`config.mk`:
```
export PLATFORM = sky130hd
export DESIGN_NAME = i2c_master_byte_engine
export DESIGN_NICKNAME = d
export VERILOG_FILES = /design/src/i2cm_pkg.sv /design/src/i2cm_cfg.sv /design/src/i2cm_step.sv /design/src/i2c_master_byte_engine.sv
export SDC_FILE = /design/constraint.sdc
export NUM_CORES = 1
export LEC_CHECK = 0
export BUFFER_PORTS_ARGS = -buffer_cell sky130_fd_sc_hd__buf_2
export CORE_ASPECT_RATIO = 1.25
export CORE_MARGIN = 3
export CORE_UTILIZATION = 45
export CTS_CLUSTER_SIZE = 10
export DETAILED_ROUTE_END_ITERATION = 8
export GPL_TIMING_DRIVEN = 0
export PLACE_DENSITY_LB_ADDON = 0.3
export SLEW_MARGIN = 20
export SYNTH_ARGS = -nofsm -noshare
export SYNTH_HDL_FRONTEND = slang
export SYNTH_SLANG_ARGS = --single-unit
```
`constraint.sdc`:
```
create_clock -name clk -period 4.2 [get_ports clk]
set_input_delay 0.42 -clock clk [delete_from_list [all_inputs] [get_ports clk]]
set_output_delay 0.42 -clock clk [all_outputs]
set_load 0.01 [all_outputs]
```
`src/i2cm_pkg.sv`:
```
`timescale 1ns / 1ps

package i2cm_pkg;

  // width of the stretch counter and of the compared timeout
  localparam int TIMEOUT_BITS = 20;

  localparam int HALF_W     = 8;
  localparam int CFG_DATA_W = 20;
  localparam int CFG_IDX_W  = 1;

  localparam logic [HALF_W-1:0]       HALF_RST    = HALF_W'(10);
  localparam logic [TIMEOUT_BITS-1:0] STRETCH_RST = TIMEOUT_BITS'(100000);

  typedef enum logic [CFG_IDX_W-1:0] {
    CFG_HALF_PERIOD     = 1'b0,
    CFG_STRETCH_TIMEOUT = 1'b1
  } cfg_reg_t;

  typedef enum logic [2:0] {
    OP_NONE  = 3'd0,
    OP_START = 3'd1,
    OP_STOP  = 3'd2,
    OP_WRITE = 3'd3,
    OP_READ  = 3'd4
  } opcode_t;

  typedef struct packed {
    logic [HALF_W-1:0]       half_period_ticks;
    logic [TIMEOUT_BITS-1:0] stretch_timeout;
  } cfg_t;

  typedef struct packed {
    logic [2:0] opcode;
    logic [7:0] tx_byte;
    logic       send_nack;
    logic       scl_level;
    logic       sda_level;
  } item_t;

  typedef struct packed {
    logic       scl_pull_low;
    logic       sda_pull_low;
    logic       busy_res;
    logic       done_res;
    logic [7:0] rx_byte;
    logic       ack_seen;
    logic       stretch_timed_out;
  } res_t;

endpackage

```
`src/i2cm_cfg.sv`:
```
`timescale 1ns / 1ps

module i2cm_cfg
  import i2cm_pkg::*;
(
  input  logic                  clk,
  input  logic                  rst_n,
  input  logic                  cfg_we,
  input  logic [CFG_IDX_W-1:0]  cfg_index,
  input  logic [CFG_DATA_W-1:0] cfg_data,
  output cfg_t                  cfg
);

  cfg_t cfg_r;

  always_ff @(posedge clk) begin
    if (!rst_n) begin
      cfg_r.half_period_ticks <= HALF_RST;
      cfg_r.stretch_timeout   <= STRETCH_RST;
    end else if (cfg_we) begin
      unique case (cfg_reg_t'(cfg_index))
        CFG_HALF_PERIOD:     cfg_r.half_period_ticks <= cfg_data[HALF_W-1:0];
        CFG_STRETCH_TIMEOUT: cfg_r.stretch_timeout   <= cfg_data[TIMEOUT_BITS-1:0];
        default: ;
      endcase
    end
  end

  assign cfg = cfg_r;

endmodule

```
`src/i2cm_step.sv`:
```
`timescale 1ns / 1ps

module i2cm_step
  import i2cm_pkg::*;
(
  input  logic  clk,
  input  logic  rst_n,
  input  logic  fire,
  input  item_t item,
  input  cfg_t  cfg,
  output res_t  res
);

  typedef enum logic [4:0] {
    PH_IDLE = 5'd0,
    PH_RS1  = 5'd1,
    PH_RS2  = 5'd2,
    PH_RS3  = 5'd3,
    PH_ST1  = 5'd4,
    PH_ST2  = 5'd5,
    PH_SP1  = 5'd6,
    PH_SP2  = 5'd7,
    PH_SP3  = 5'd8,
    PH_SP4  = 5'd9,
    PH_SP5  = 5'd10,
    PH_WB1  = 5'd11,
    PH_WB2  = 5'd12,
    PH_WB3  = 5'd13,
    PH_RB1  = 5'd14,
    PH_RB2  = 5'd15,
    PH_RB3  = 5'd16
  } phase_t;

  typedef enum logic [1:0] {
    KIND_NONE  = 2'd0,
    KIND_WRITE = 2'd1,
    KIND_READ  = 2'd2
  } kind_t;

  phase_t                  phase_r, phase_nxt;
  kind_t                   kind_r, kind_nxt;
  logic [3:0]              bit_r, bit_nxt;
  logic [7:0]              shift_r, shift_nxt;
  logic [HALF_W-1:0]       dly_r, dly_nxt;
  logic [TIMEOUT_BITS-1:0] str_r, str_nxt;
  logic                    started_r, started_nxt;
  logic                    nack_r, nack_nxt;
  logic                    scl_pl_r, scl_pl_nxt;
  logic                    sda_pl_r, sda_pl_nxt;
  logic [7:0]              rx_r, rx_nxt;
  logic                    ack_r, ack_nxt;
  logic                    tmo_r, tmo_nxt;
  logic                    done_nxt;

  // per-tick helpers
  logic                    dly_end;
  logic [TIMEOUT_BITS-1:0] str_inc;
  logic                    str_expired;
  logic                    go;
  phase_t                  tgt;
  logic                    nb;
  logic                    wb_bit;

  assign dly_end     = (dly_r <= HALF_W'(1));
  assign str_inc     = str_r + TIMEOUT_BITS'(1);
  assign str_expired = (str_inc >= cfg.stretch_timeout);

  always_comb begin
    phase_nxt   = phase_r;
    kind_nxt    = kind_r;
    bit_nxt     = bit_r;
    shift_nxt   = shift_r;
    dly_nxt     = dly_r;
    str_nxt     = str_r;
    started_nxt = started_r;
    nack_nxt    = nack_r;
    scl_pl_nxt  = scl_pl_r;
    sda_pl_nxt  = sda_pl_r;
    rx_nxt      = rx_r;
    ack_nxt     = ack_r;
    tmo_nxt     = tmo_r;
    done_nxt    = 1'b0;
    go          = 1'b0;
    tgt         = PH_IDLE;
    nb          = 1'b0;
    wb_bit      = 1'b0;

    unique case (phase_r)
      PH_IDLE: begin
        if (item.opcode == OP_START || item.opcode == OP_STOP ||
            item.opcode == OP_WRITE || item.opcode == OP_READ) begin
          tmo_nxt = 1'b0;
          bit_nxt = 4'd0;
          go      = 1'b1;
          priority if (item.opcode == OP_START) begin
            kind_nxt = KIND_NONE;
            tgt      = started_r ? PH_RS1 : PH_ST1;
          end else if (item.opcode == OP_STOP) begin
            kind_nxt = KIND_NONE;
            tgt      = PH_SP1;
          end else if (item.opcode == OP_WRITE) begin
            kind_nxt  = KIND_WRITE;
            shift_nxt = item.tx_byte;
            tgt       = PH_WB1;
          end else begin
            kind_nxt  = KIND_READ;
            shift_nxt = 8'd0;
            nack_nxt  = item.send_nack;
            tgt       = PH_RB1;
          end
        end
      end
      // plain delay steps
      PH_RS1, PH_RS3, PH_ST1, PH_ST2, PH_SP1, PH_SP3, PH_SP4, PH_SP5,
      PH_WB1, PH_WB2, PH_RB1, PH_RB3: begin
        dly_nxt = dly_end ? '0 : dly_r - HALF_W'(1);
        if (dly_end) begin
          unique case (phase_r)
            PH_RS1: begin go = 1'b1; tgt = PH_RS2; end
            PH_RS3: begin go = 1'b1; tgt = PH_ST1; end
            PH_ST1: begin go = 1'b1; tgt = PH_ST2; end
            PH_ST2: begin
              started_nxt = 1'b1;
              phase_nxt   = PH_IDLE;
              done_nxt    = 1'b1;
            end
            PH_SP1: begin go = 1'b1; tgt = PH_SP2; end
            PH_SP3: begin go = 1'b1; tgt = PH_SP4; end
            PH_SP4: begin go = 1'b1; tgt = PH_SP5; end
            PH_SP5: begin
              started_nxt = 1'b0;
              phase_nxt   = PH_IDLE;
              done_nxt    = 1'b1;
            end
            PH_WB1: begin go = 1'b1; tgt = PH_WB2; end
            PH_WB2: begin go = 1'b1; tgt = PH_WB3; end
            PH_RB1: begin go = 1'b1; tgt = PH_RB2; end
            default: begin
              // end of a sampled bit slot
              if (kind_r == KIND_READ && bit_r < 4'd8) begin
                shift_nxt = {shift_r[6:0], item.sda_level};
              end else begin
                ack_nxt = ~item.sda_level;
              end
              scl_pl_nxt = 1'b1;
              nb         = 1'b1;
            end
          endcase
        end
      end
      // waits for scl release, bounded by the stretch timeout
      PH_RS2, PH_SP2, PH_WB3, PH_RB2: begin
        if (!item.scl_level) begin
          str_nxt = str_inc;
          if (str_expired) begin
            tmo_nxt = 1'b1;
          end
        end
        if (item.scl_level || str_expired) begin
          unique case (phase_r)
            PH_RS2: begin go = 1'b1; tgt = PH_RS3; end
            PH_SP2: begin go = 1'b1; tgt = PH_SP3; end
            PH_RB2: begin go = 1'b1; tgt = PH_RB3; end
            default: begin
              scl_pl_nxt = 1'b1;
              sda_pl_nxt = 1'b0;
              nb         = 1'b1;
            end
          endcase
        end
      end
      default: phase_nxt = PH_IDLE;
    endcase

    // advance to the next bit slot, or finish the byte
    if (nb) begin
      bit_nxt = bit_r + 4'd1;
      if (bit_nxt < 4'd8) begin
        go  = 1'b1;
        tgt = (kind_r == KIND_WRITE) ? PH_WB1 : PH_RB1;
      end else if (bit_nxt == 4'd8) begin
        go  = 1'b1;
        tgt = (kind_r == KIND_WRITE) ? PH_RB1 : PH_WB1;
      end else begin
        if (kind_r == KIND_READ) begin
          rx_nxt = shift_nxt;
        end
        kind_nxt  = KIND_NONE;
        phase_nxt = PH_IDLE;
        done_nxt  = 1'b1;
      end
    end

    // pin changes and counter loads on step entry
    if (go) begin
      phase_nxt = tgt;
      unique case (tgt)
        PH_RS1: begin sda_pl_nxt = 1'b0; dly_nxt = cfg.half_period_ticks; end
        PH_RS2: begin scl_pl_nxt = 1'b0; str_nxt = '0; end
        PH_ST1: begin sda_pl_nxt = 1'b1; dly_nxt = cfg.half_period_ticks; end
        PH_ST2: begin scl_pl_nxt = 1'b1; dly_nxt = cfg.half_period_ticks; end
        PH_SP1: begin sda_pl_nxt = 1'b1; dly_nxt = cfg.half_period_ticks; end
        PH_SP2: begin scl_pl_nxt = 1'b0; str_nxt = '0; end
        PH_SP4: begin sda_pl_nxt = 1'b0; dly_nxt = cfg.half_period_ticks; end
        PH_WB1: begin
          if (kind_nxt == KIND_WRITE && bit_nxt < 4'd8) begin
            wb_bit    = shift_nxt[7];
            shift_nxt = {shift_nxt[6:0], 1'b0};
          end else begin
            wb_bit = nack_nxt;
          end
          sda_pl_nxt = ~wb_bit;
          dly_nxt    = cfg.half_period_ticks;
        end
        PH_WB2: begin scl_pl_nxt = 1'b0; dly_nxt = cfg.half_period_ticks; end
        PH_WB3: str_nxt = '0;
        PH_RB1: begin sda_pl_nxt = 1'b0; dly_nxt = cfg.half_period_ticks; end
        PH_RB2: begin scl_pl_nxt = 1'b0; str_nxt = '0; end
        default: dly_nxt = cfg.half_period_ticks;
      endcase
    end
  end

  always_ff @(posedge clk) begin
    if (!rst_n) begin
      phase_r   <= PH_IDLE;
      kind_r    <= KIND_NONE;
      bit_r     <= '0;
      shift_r   <= '0;
      dly_r     <= '0;
      str_r     <= '0;
      started_r <= 1'b0;
      nack_r    <= 1'b0;
      scl_pl_r  <= 1'b0;
      sda_pl_r  <= 1'b0;
      rx_r      <= '0;
      ack_r     <= 1'b0;
      tmo_r     <= 1'b0;
    end else if (fire) begin
      phase_r   <= phase_nxt;
      kind_r    <= kind_nxt;
      bit_r     <= bit_nxt;
      shift_r   <= shift_nxt;
      dly_r     <= dly_nxt;
      str_r     <= str_nxt;
      started_r <= started_nxt;
      nack_r    <= nack_nxt;
      scl_pl_r  <= scl_pl_nxt;
      sda_pl_r  <= sda_pl_nxt;
      rx_r      <= rx_nxt;
      ack_r     <= ack_nxt;
      tmo_r     <= tmo_nxt;
    end
  end

  always_comb begin
    res.scl_pull_low      = scl_pl_nxt;
    res.sda_pull_low      = sda_pl_nxt;
    res.busy_res          = (phase_nxt != PH_IDLE);
    res.done_res          = done_nxt;
    res.rx_byte           = rx_nxt;
    res.ack_seen          = ack_nxt;
    res.stretch_timed_out = tmo_nxt;
  end

endmodule

```
`src/i2c_master_byte_engine.sv`:
```
`timescale 1ns / 1ps

// channel   direction  handshake           payload
// in_       input      in_valid/in_stall   opcode, tx_byte, send_nack, scl_level, sda_level
// out_      output     out_valid/out_stall scl/sda pull, busy, done, rx_byte, ack, timeout
// cfg_      input      cfg_we              cfg_index, cfg_data (write only)
//
// one tick transfer is taken every clock cycle while in_stall is low; each produces exactly one result transfer
// a tick passes through the input register, then the step logic into the result register
// the bus state machine advances once per tick as it leaves the input register
// rst_n is synchronous, active low; it restores both config registers to their defaults
// a stall on the result side holds the result register and then backs up the input register

module i2c_master_byte_engine
  import i2cm_pkg::*;
(
  input  logic                  clk,
  input  logic                  rst_n,

  input  logic                  in_valid,
  output logic                  in_stall,
  input  logic [2:0]            in_opcode,
  input  logic [7:0]            in_tx_byte,
  input  logic                  in_send_nack,
  input  logic                  in_scl_level,
  input  logic                  in_sda_level,

  output logic                  out_valid,
  input  logic                  out_stall,
  output logic                  out_scl_pull_low,
  output logic                  out_sda_pull_low,
  output logic                  out_busy_res,
  output logic                  out_done_res,
  output logic [7:0]            out_rx_byte,
  output logic                  out_ack_seen,
  output logic                  out_stretch_timed_out,

  input  logic                  cfg_we,
  input  logic [CFG_IDX_W-1:0]  cfg_index,
  input  logic [CFG_DATA_W-1:0] cfg_data
);

  cfg_t  cfg;
  item_t s1_item_r;
  logic  s1_valid_r;
  res_t  step_res;
  res_t  out_res_r;
  logic  out_valid_r;
  logic  adv;
  logic  fire;
  logic  in_take;

  // result register free, or being emptied this cycle
  assign adv      = ~out_valid_r | ~out_stall;
  assign fire     = s1_valid_r & adv;
  assign in_stall = s1_valid_r & ~adv;
  assign in_take  = in_valid & ~in_stall;

  i2cm_cfg u_cfg (
    .clk       (clk),
    .rst_n     (rst_n),
    .cfg_we    (cfg_we),
    .cfg_index (cfg_index),
    .cfg_data  (cfg_data),
    .cfg       (cfg)
  );

  // input register
  always_ff @(posedge clk) begin
    if (!rst_n) begin
      s1_valid_r <= 1'b0;
    end else if (in_take) begin
      s1_valid_r <= 1'b1;
    end else if (fire) begin
      s1_valid_r <= 1'b0;
    end
  end

  always_ff @(posedge clk) begin
    if (in_take) begin
      s1_item_r.opcode    <= in_opcode;
      s1_item_r.tx_byte   <= in_tx_byte;
      s1_item_r.send_nack <= in_send_nack;
      s1_item_r.scl_level <= in_scl_level;
      s1_item_r.sda_level <= in_sda_level;
    end
  end

  // bus sequencer, one tick per transfer
  i2cm_step u_step (
    .clk   (clk),
    .rst_n (rst_n),
    .fire  (fire),
    .item  (s1_item_r),
    .cfg   (cfg),
    .res   (step_res)
  );

  // result register
  always_ff @(posedge clk) begin
    if (!rst_n) begin
      out_valid_r <= 1'b0;
    end else if (adv) begin
      out_valid_r <= s1_valid_r;
    end
  end

  always_ff @(posedge clk) begin
    if (fire) begin
      out_res_r <= step_res;
    end
  end

  assign out_valid             = out_valid_r;
  assign out_scl_pull_low      = out_res_r.scl_pull_low;
  assign out_sda_pull_low      = out_res_r.sda_pull_low;
  assign out_busy_res          = out_res_r.busy_res;
  assign out_done_res          = out_res_r.done_res;
  assign out_rx_byte           = out_res_r.rx_byte;
  assign out_ack_seen          = out_res_r.ack_seen;
  assign out_stretch_timed_out = out_res_r.stretch_timed_out;

  // a completing tick always leaves the engine idle
  a_done_not_busy: assert property (@(posedge clk) disable iff (!rst_n)
    out_valid_r && out_res_r.done_res |-> !out_res_r.busy_res)
    else $error("done result reports busy");

  // an accepted tick is held in the input register
  a_take_held: assert property (@(posedge clk) disable iff (!rst_n)
    in_take |=> s1_valid_r)
    else $error("accepted tick lost");

  // a tick that leaves the input register lands in the result register
  a_fire_lands: assert property (@(posedge clk) disable iff (!rst_n)
    fire |=> out_valid_r)
    else $error("stepped tick produced no result");

endmodule
```
==> flow_summary_export.csv, run 1 <==
group,metric,value,unit
die,die_x,114,um
worst_setup_path,cp_slowest_cell,"or3_4",
cts,cts_tree,"yes",
synthesis,synth_cell_type_count,71,
global_routing,grt_first_pass_wirelength,30100,um
finish,layout-drive-gt1-share,0.264,
route,wl_per_cell,17.7,um
route,drtAntennaViolNets,0,
timing,worstMarginPinSlew,0.953,ns
synthesis,synth_compound_area_frac,0.207,
worst_setup_path,endpoint_kind,"flip-flop",
cts,cts.clk_slew.worst_paths,0.06,ns
cts,cts.htree.levels,4,
route,route.vias.total,6227,
finish,area_delta_synth_final,32.9,%
synthesis,yosys.area_share.xor_xnor,0.0564,
timing,fin_crit,4.59,ns
place,place_area,7130,sq um
die,ios,56,
worst_setup_path,path_max_fanout,5,
power_and_ir_drop,powerDensity,419,nW/um^2
power_and_ir_drop,leakage,3.56,nW
synthesis,synth-seq-cells,119,
place,hpwl,12200,um
synthesis,syn_inst,756,
timing,final-hold-violation-count,0,
route,via_per_inst,5.77,
job,cap_viol_max_count,0,
timing,max_freq,218,MHz
run_status,violations,"setup timing",
timing,fin_skew,0.00876,ns
synthesis,syn_area,6520,sq um
synthesis,synthSimpleGateAreaFrac,0.229,
synthesis,yosys.cell_count.top_type,"nand2_1",
worst_setup_path,rr_startpoint,"u_step.str_r[0]",
finish,stdcell_area,8670,sq um
synthesis,synth_largest_area_cell,"dfxtp_1",
hold_path,hold_class,"primary input to flip-flop",
global_routing,grt_max_degree,24,
die,die_h,141,um
worst_setup_path,cp.arrival,4.93,ns
place,finalWeightedCongestion,0.955,
worst_setup_path,ff2ff_path_depth,19,
global_routing,overflow,0,
cts,cts_made_buffers,17,
timing,period_share,1.09,
cts,cts.sinks,119,
synthesis,synth_top_cells_by_area,"dfxtp_1, edfxtp_1, nand2_1",
finish,diodes,0,
worst_setup_path,crit_start,"u_step.str_r[0]",
worst_setup_path,crit_path_cell_trace,"nand3_4 -> nor4_4 -> and3_4 -> and3_4 -> and2_4 -> nand4_1 -> xnor2_1 -> ha_1 -> nand4_1 -> buf_4 -> o22ai_2 -> a31o_4 -> or3_4 -> a211o_1 -> or3_4 -> a31oi_4 -> buf_6 -> a21oi_2 -> o221ai_1",
timing,slew_violations,0,
cts,clk_latency,0.43,ns
finish,utilization,0.620,
finish,nets,956,
power_and_ir_drop,peakVddDrop,0.346,mV
power_and_ir_drop,total_power,3.64,mW
cts,cts_root_buffer,"clkbuf_16",
timing,setup_ws,-0.388,ns
worst_setup_path,worstReg2RegEnd,"u_step.dly_r[1]",
worst_setup_path,cp_slowest_stage_delay,0.43,ns
timing,relSlewSlack,0.359,
synthesis,syn-num-nets,820,
synthesis,ys_async_sr_fraction,0,
synthesis,synth_edf_count,28,
global_routing,grt_usage,0.240,
cts,cts_max_path_buffers,2,
synthesis,synth_top_family_by_area,"simple AND/OR/NAND/NOR gates",
synthesis,synth_warnings,0,
worst_setup_path,endpoint,"u_step.dly_r[1]",
synthesis,ys_seq_area_frac,0.408,
die,rows,48,
route,post-route-drc-count,0,
worst_setup_path,cp-start-kind,"flip-flop",
synthesis,yosys.area_share.adder,0.0460,
worst_setup_path,r2r_setup_slack,-0.39,ns
global_routing,grt_pass1_vias,5957,
finish,fill_cells,1163,
synthesis,synth_common_cells,"nand2_1, dfxtp_1, nor2_1, clkbuf_1",
route,drt-initial-drc-count,486,
die,core_area,14000,sq um
synthesis,muxShareOfSynthArea,0.0115,
synthesis,synth_top_flop_cell,"dfxtp_1",
worst_setup_path,critPathKind,"flip-flop to flip-flop",
place,port_buffers,55,
route,drt_first_pass_iters,5,
synthesis,syn-mean-instance-area,8.63,sq um
route,totalWireLength,19100,um
timing,rsz0062_at_grt,"yes",
synthesis,synth.top_cell.area_share,0.279,
die,initial_core_util,0.466,
global_routing,antenna_found_initial,0,
die,dieArea,16000,sq um
worst_setup_path,cp.required,4.55,ns
run_status,status,"finished, violations left",
timing,final-setup-viol-count,60,
-- registers in the layout, indices dropped and copies added (netlist names), 2 cells and up --
| signal | cells |
|---|---|
| u_step.kind_r | 2 |
| u_step.dly_r | 8 |
| u_step.shift_r | 8 |
| u_step.bit_r | 4 |
| u_step.str_r | 20 |
| s1_item_r | 14 |
| u_cfg.cfg | 28 |
| u_step.phase_r | 5 |
| out_rx_byte | 8 |
| u_step.rx_r | 8 |
-- worst max-delay path: cells and delay by family, from the launching register on --
kind / cells / cell delay [ns]
fa+ha+maj: 1 / 0.29
flops: 1 / 0.40
buf+inv: 2 / 0.33
compound gates: 6 / 1.13
simple gates: 9 / 2.11
xor+xnor: 1 / 0.24
-- layout by cell type (no fill, tap or decap), drive strengths merged, types with 5 or more instances in the layout --
cell / count
nor2b: 16
nand3: 29
o311ai: 10
or2: 5
and2: 7
nand4: 10
o211ai: 7
clkbuf: 50
xor2: 18
a21o: 5
dfxtp: 91
xnor2: 24
nor2: 66
inv: 30
edfxtp: 28
a22o: 9
ha: 24
mux2i: 6
a21oi: 30
nand2: 119
nand2b: 9
o21ai: 28
a31oi: 11
bufinv: 5
nor4: 10
a22oi: 12
o211a: 11
clkinv: 6
nor3: 22
a21boi: 22
buf: 123
-- kinds of logic (layout without fill, tap and decap cells) --
logic type                 Yosys count  in the layout
adders and majority gates           24             24
DFF                                119            119
buffers and inverters               69            217
and+or+nand+nor                    313            313
xor gates and xnor gates            42             42
AOI/OAI and AO/OA                  182            183
muxes                                7              7
-- final cells by class --
class                      count  area (sq um)  share of cell area
inverter                      30           113              0.0130
clock buffer                  18           429              0.0495
sequential                   119          2690               0.311
timing repair buffer         117           836              0.0964
clock inverter                14           206              0.0238
buffer                        38           195              0.0225
multi-input combinational    569          3980               0.459
tap                          175           219              0.0252
-- where the power goes --
part           switching [mW]  internal [mW]
Clock                   0.536           1.04
Sequential             0.0298           1.22
Combinational           0.476          0.329
-- worst min path at each step --
| stage | from | endpoint | slack (ns) | cells past startpoint |
|---|---|---|---|---|
| after floorplan | u_cfg.cfg[23] | u_cfg.cfg[23] | 0.44 | 2 |
| after global placement | u_cfg.cfg[23] | u_cfg.cfg[23] | 0.45 | 2 |
| after detailed placement | u_cfg.cfg[1] | u_cfg.cfg[1] | 0.46 | 2 |
| after CTS | in_tx_byte[2] | s1_item_r[5] | 0.16 | 1 |
| after global routing | in_tx_byte[3] | s1_item_r[6] | 0.16 | 1 |
| final | in_tx_byte[2] | s1_item_r[5] | 0.16 | 1 |
-- routing by layer --
metal / GRT usage / vias to the layer above / share of wire
li1: - / 3004 / -
met1: 0.274 / 2939 / 0.39
met2: 0.420 / 226 / 0.51
met3: 0.0507 / 58 / 0.055
met4: 0.119 / 0 / 0.041
met5: 0 / - / 0
-- repair_timing --
item,in CTS,in global routing
buffers inserted,49,11
pin swaps,39,19
resized for setup,86,20
hold buffers,0,0
cloned,4,1
setup endpoints to repair,65,67
-- metrics by stage --
step / instances / setup TNS (ns) / setup WS (ns) / hold WS (ns)
floorplan: 756 / -1.13 / -0.0731 / 0.440
global placement: 986 / -32.55 / -0.703 / 0.452
detailed placement: 988 / -37.09 / -0.770 / 0.458
CTS: 1071 / -7.91 / -0.313 / 0.159
global route: 1080 / -26.11 / -0.593 / 0.156
finish: 1080 / -13.93 / -0.388 / 0.164
Power figures use the tool's default switching activity.
==> inputs of run 2 (changes only) <==
- ABC_AREA: default -> 1
==> run 2 against run 1 <==
Against the previous run:
- the run still ends with setup timing left
- synthesized cell count rose by 25%
- largest cell class unchanged
- wire length rose by 4.3%
- highest routed layer unchanged
- die area rose by 6.1%
- worst hold slack got worse by 0.0035 ns
- critical path type unchanged
- combinational power rose by 71%
- first-iteration DRC count fell by 23%
- design area rose by 4.0%
- synthesized area rose by 6.4%
- via count rose by 8.4%
- critical path depth rose by 9
==> flow_summary_export.csv, run 2 <==
group,metric,value,unit
power_and_ir_drop,leakage,4.11,nW
run_status,violations,"setup timing",
power_and_ir_drop,sw_frac_of_total,0.348,
worst_setup_path,cp_slowest_stage_delay,0.37,ns
cts,clk_latency,0.44,ns
synthesis,synth_cell_type_count,50,
die,initial_core_util,0.460,
synthesis,synth_common_cells,"nand2_1, inv_1, dfxtp_1, o21ai_0, a21oi_1",
place,pre_cts_slack,-0.636,ns
worst_setup_path,cp_top_family,"simple AND/OR/NAND/NOR gates",
finish,nets,1129,
global_routing,overflow,0,
worst_setup_path,critPathKind,"flip-flop to flip-flop",
power_and_ir_drop,powerDensity,469,nW/um^2
timing,setup_tns,-0.107,ns
cts,cts.htree.levels,4,
power_and_ir_drop,p_clk_frac,0.361,
timing,setup_ws,-0.0297,ns
synthesis,synth_top_cells_by_area,"dfxtp_1, edfxtp_1, nand2_1",
worst_setup_path,path_max_fanout,6,
timing,slew_violations,0,
synthesis,syn-num-nets,1010,
worst_setup_path,endpoint_kind,"flip-flop",
timing,final-setup-viol-count,10,
hold_path,min_from,"in_send_nack",
worst_setup_path,path_common_cell,"nand2_4",
job,cap_viol_max_count,0,
power_and_ir_drop,p_comb_frac,0.325,
finish,area_delta_synth_final,29.9,%
timing,fin_skew,0.0130,ns
run_status,status,"finished, violations left",
route,wl_per_cell,15.5,um
place,finalWeightedCongestion,0.962,
synthesis,yosys.cell_count.top_type,"nand2_1",
power_and_ir_drop,peakVddDrop,0.279,mV
worst_setup_path,cp.required,4.54,ns
die,dieArea,17000,sq um
cts,cts.sinks,119,
route,post-route-drc-count,0,
route,drt-initial-drc-count,375,
finish,diodes,0,
cts,cts.clk_slew.worst_paths,0.06,ns
finish,layout-drive-gt1-share,0.260,
timing,fin_hold_ws,0.161,ns
die,die_h,145,um
power_and_ir_drop,seqPwrFrac,0.313,
finish,largest_reg_flops,28,
worst_setup_path,cp_slowest_cell,"dfxtp_4",
synthesis,synth_warnings,0,
hold_path,hold_class,"primary input to flip-flop",
synthesis,syn-mean-instance-area,7.34,sq um
worst_setup_path,cp-start-kind,"flip-flop",
finish,final_cell_mix,"nand2_1, inv_1, dfxtp_1",
timing,fin_crit,4.23,ns
global_routing,grt_first_pass_wirelength,31000,um
die,ios,56,
global_routing,grt_max_degree,24,
global_routing,grt_usage,0.236,
timing,final-hold-violation-count,0,
die,rows,50,
finish,layout_commonest_cell,"nand2_1",
synthesis,synth.top_cell.area_share,0.262,
timing,worstMarginPinSlew,0.844,ns
die,core_area,15100,sq um
worst_setup_path,rr_startpoint,"u_step.str_r[0]",
worst_setup_path,r2r_setup_slack,-0.03,ns
worst_setup_path,crit_start,"u_step.str_r[0]",
cts,cts_root_buffer,"clkbuf_16",
timing,rsz0062_at_grt,"yes",
cts,hold_buffers,0,
route,route.vias.total,6749,
synthesis,syn_area,6940,sq um
route,drtAntennaViolNets,0,
timing,max_freq,236,MHz
global_routing,grt_pass1_vias,6351,
place,hpwl,13100,um
synthesis,synth_edf_count,28,
synthesis,ys_async_sr_fraction,0,
synthesis,synth-seq-cells,119,
route,totalWireLength,20000,um
synthesis,synth_largest_area_cell,"dfxtp_1",
cts,cts_max_path_buffers,2,
worst_setup_path,cp.arrival,4.57,ns
synthesis,ys_seq_area_frac,0.383,
place,port_buffers,54,
route,drt_first_pass_iters,5,
timing,relSlewSlack,0.437,
cts,cts_made_buffers,17,
global_routing,antenna_found_initial,0,
power_and_ir_drop,p_int,2.75,mW
route,via_per_inst,5.25,
cts,cts_tree,"yes",
finish,fill_cells,1352,
timing,period_share,1.01,
die,die_x,117,um
synthesis,synth_top_flop_cell,"dfxtp_1",
power_and_ir_drop,p_switching,1.47,mW
worst_setup_path,path_buf_inv,6,
synthesis,syn_inst,946,
run 2: changes by cell type after synthesis, sizes merged, moves of 16 or more:
cell    delta
inv      +139
xnor2     -23
a21oi     +55
nand2     +66
a21boi    -21
nand3     +21
o21ai     +74
nor2b     -16
a211oi    +16
run 2: metrics by stage:
step | cells | power [mW] | area, sq um | utilization
after detailed placement | 1208 | 2.37 | 7470 | 0.496
after CTS | 1268 | 4.07 | 8610 | 0.571
after global routing | 1286 | 4.44 | 9020 | 0.598
final | 1286 | 4.23 | 9020 | 0.598
after global placement | 1208 | 2.36 | 7470 | 0.496
after floorplan | 946 | 2.12 | 6940 | -
run 2: final cells by class:
type                            instances  area (sq um)  share of cell area
Clock inverter                         13           180              0.0200
Tap cell                              208           260              0.0289
Sequential cell                       119          2670               0.296
Buffer                                 30           144              0.0160
Multi-Input combinational cell        629          4010               0.445
Clock buffer                           19           433              0.0480
Timing Repair Buffer                   97           657              0.0729
Inverter                              171           661              0.0733
run 2: power groups by stage:
stage	clock, mW	combinational [mW]	sequential [mW]
finish	1.53	1.38	1.32
global route	1.59	1.51	1.33
CTS	1.54	1.22	1.32
detailed placement	0	1.03	1.35
global placement	0	1.01	1.34
floorplan	0	0.779	1.34
run 2: worst paths after layout:
| check | end | depth (start not counted) |
|---|---|---|
| max | u_step.str_r[5] | 28 |
| max reg2reg | u_step.str_r[5] | 28 |
| min | s1_item_r[2] | 1 |
| min reg2reg | u_cfg.cfg[24] | 2 |
run 2: routing by layer:
| metal | global-route usage | wire length (um) | share of wire | vias to the layer above |
|---|---|---|---|---|
| li1 | - | - | - | 3347 |
| met1 | 0.271 | 8140 | 0.41 | 3141 |
| met2 | 0.419 | 10200 | 0.51 | 205 |
| met3 | 0.0433 | 869 | 0.044 | 56 |
| met4 | 0.115 | 765 | 0.038 | 0 |
| met5 | 0 | 0 | 0 | - |
run 2: logic make-up after synthesis:
logic type	Yosys count	synth area share
flip-flops	119	0.383
XOR/XNOR	15	0.0189
adder cells (fa/ha/maj)	24	0.0433
buffers and inverters	201	0.113
AND/OR/NAND/NOR	352	0.245
multiplexers	6	0.00865
AO/OA/AOI/OAI	229	0.188
run 2: worst register-to-register path: cells and delay by family, from the launching register on:
family,cells,cell delay (ns)
AOI/OAI and AO/OA,3,0.43
DFF,1,0.37
xor gates and xnor gates,1,0.17
adders and majority gates,1,0.30
buffers and inverters,6,0.59
and+or+nand+nor,17,2.28
run 2: timing repair:
item	4_1_cts	5_1_grt
gates resized for setup	64	66
setup endpoints to repair	68	63
gates cloned	3	1
setup buffers	25	20
pin swaps	29	59
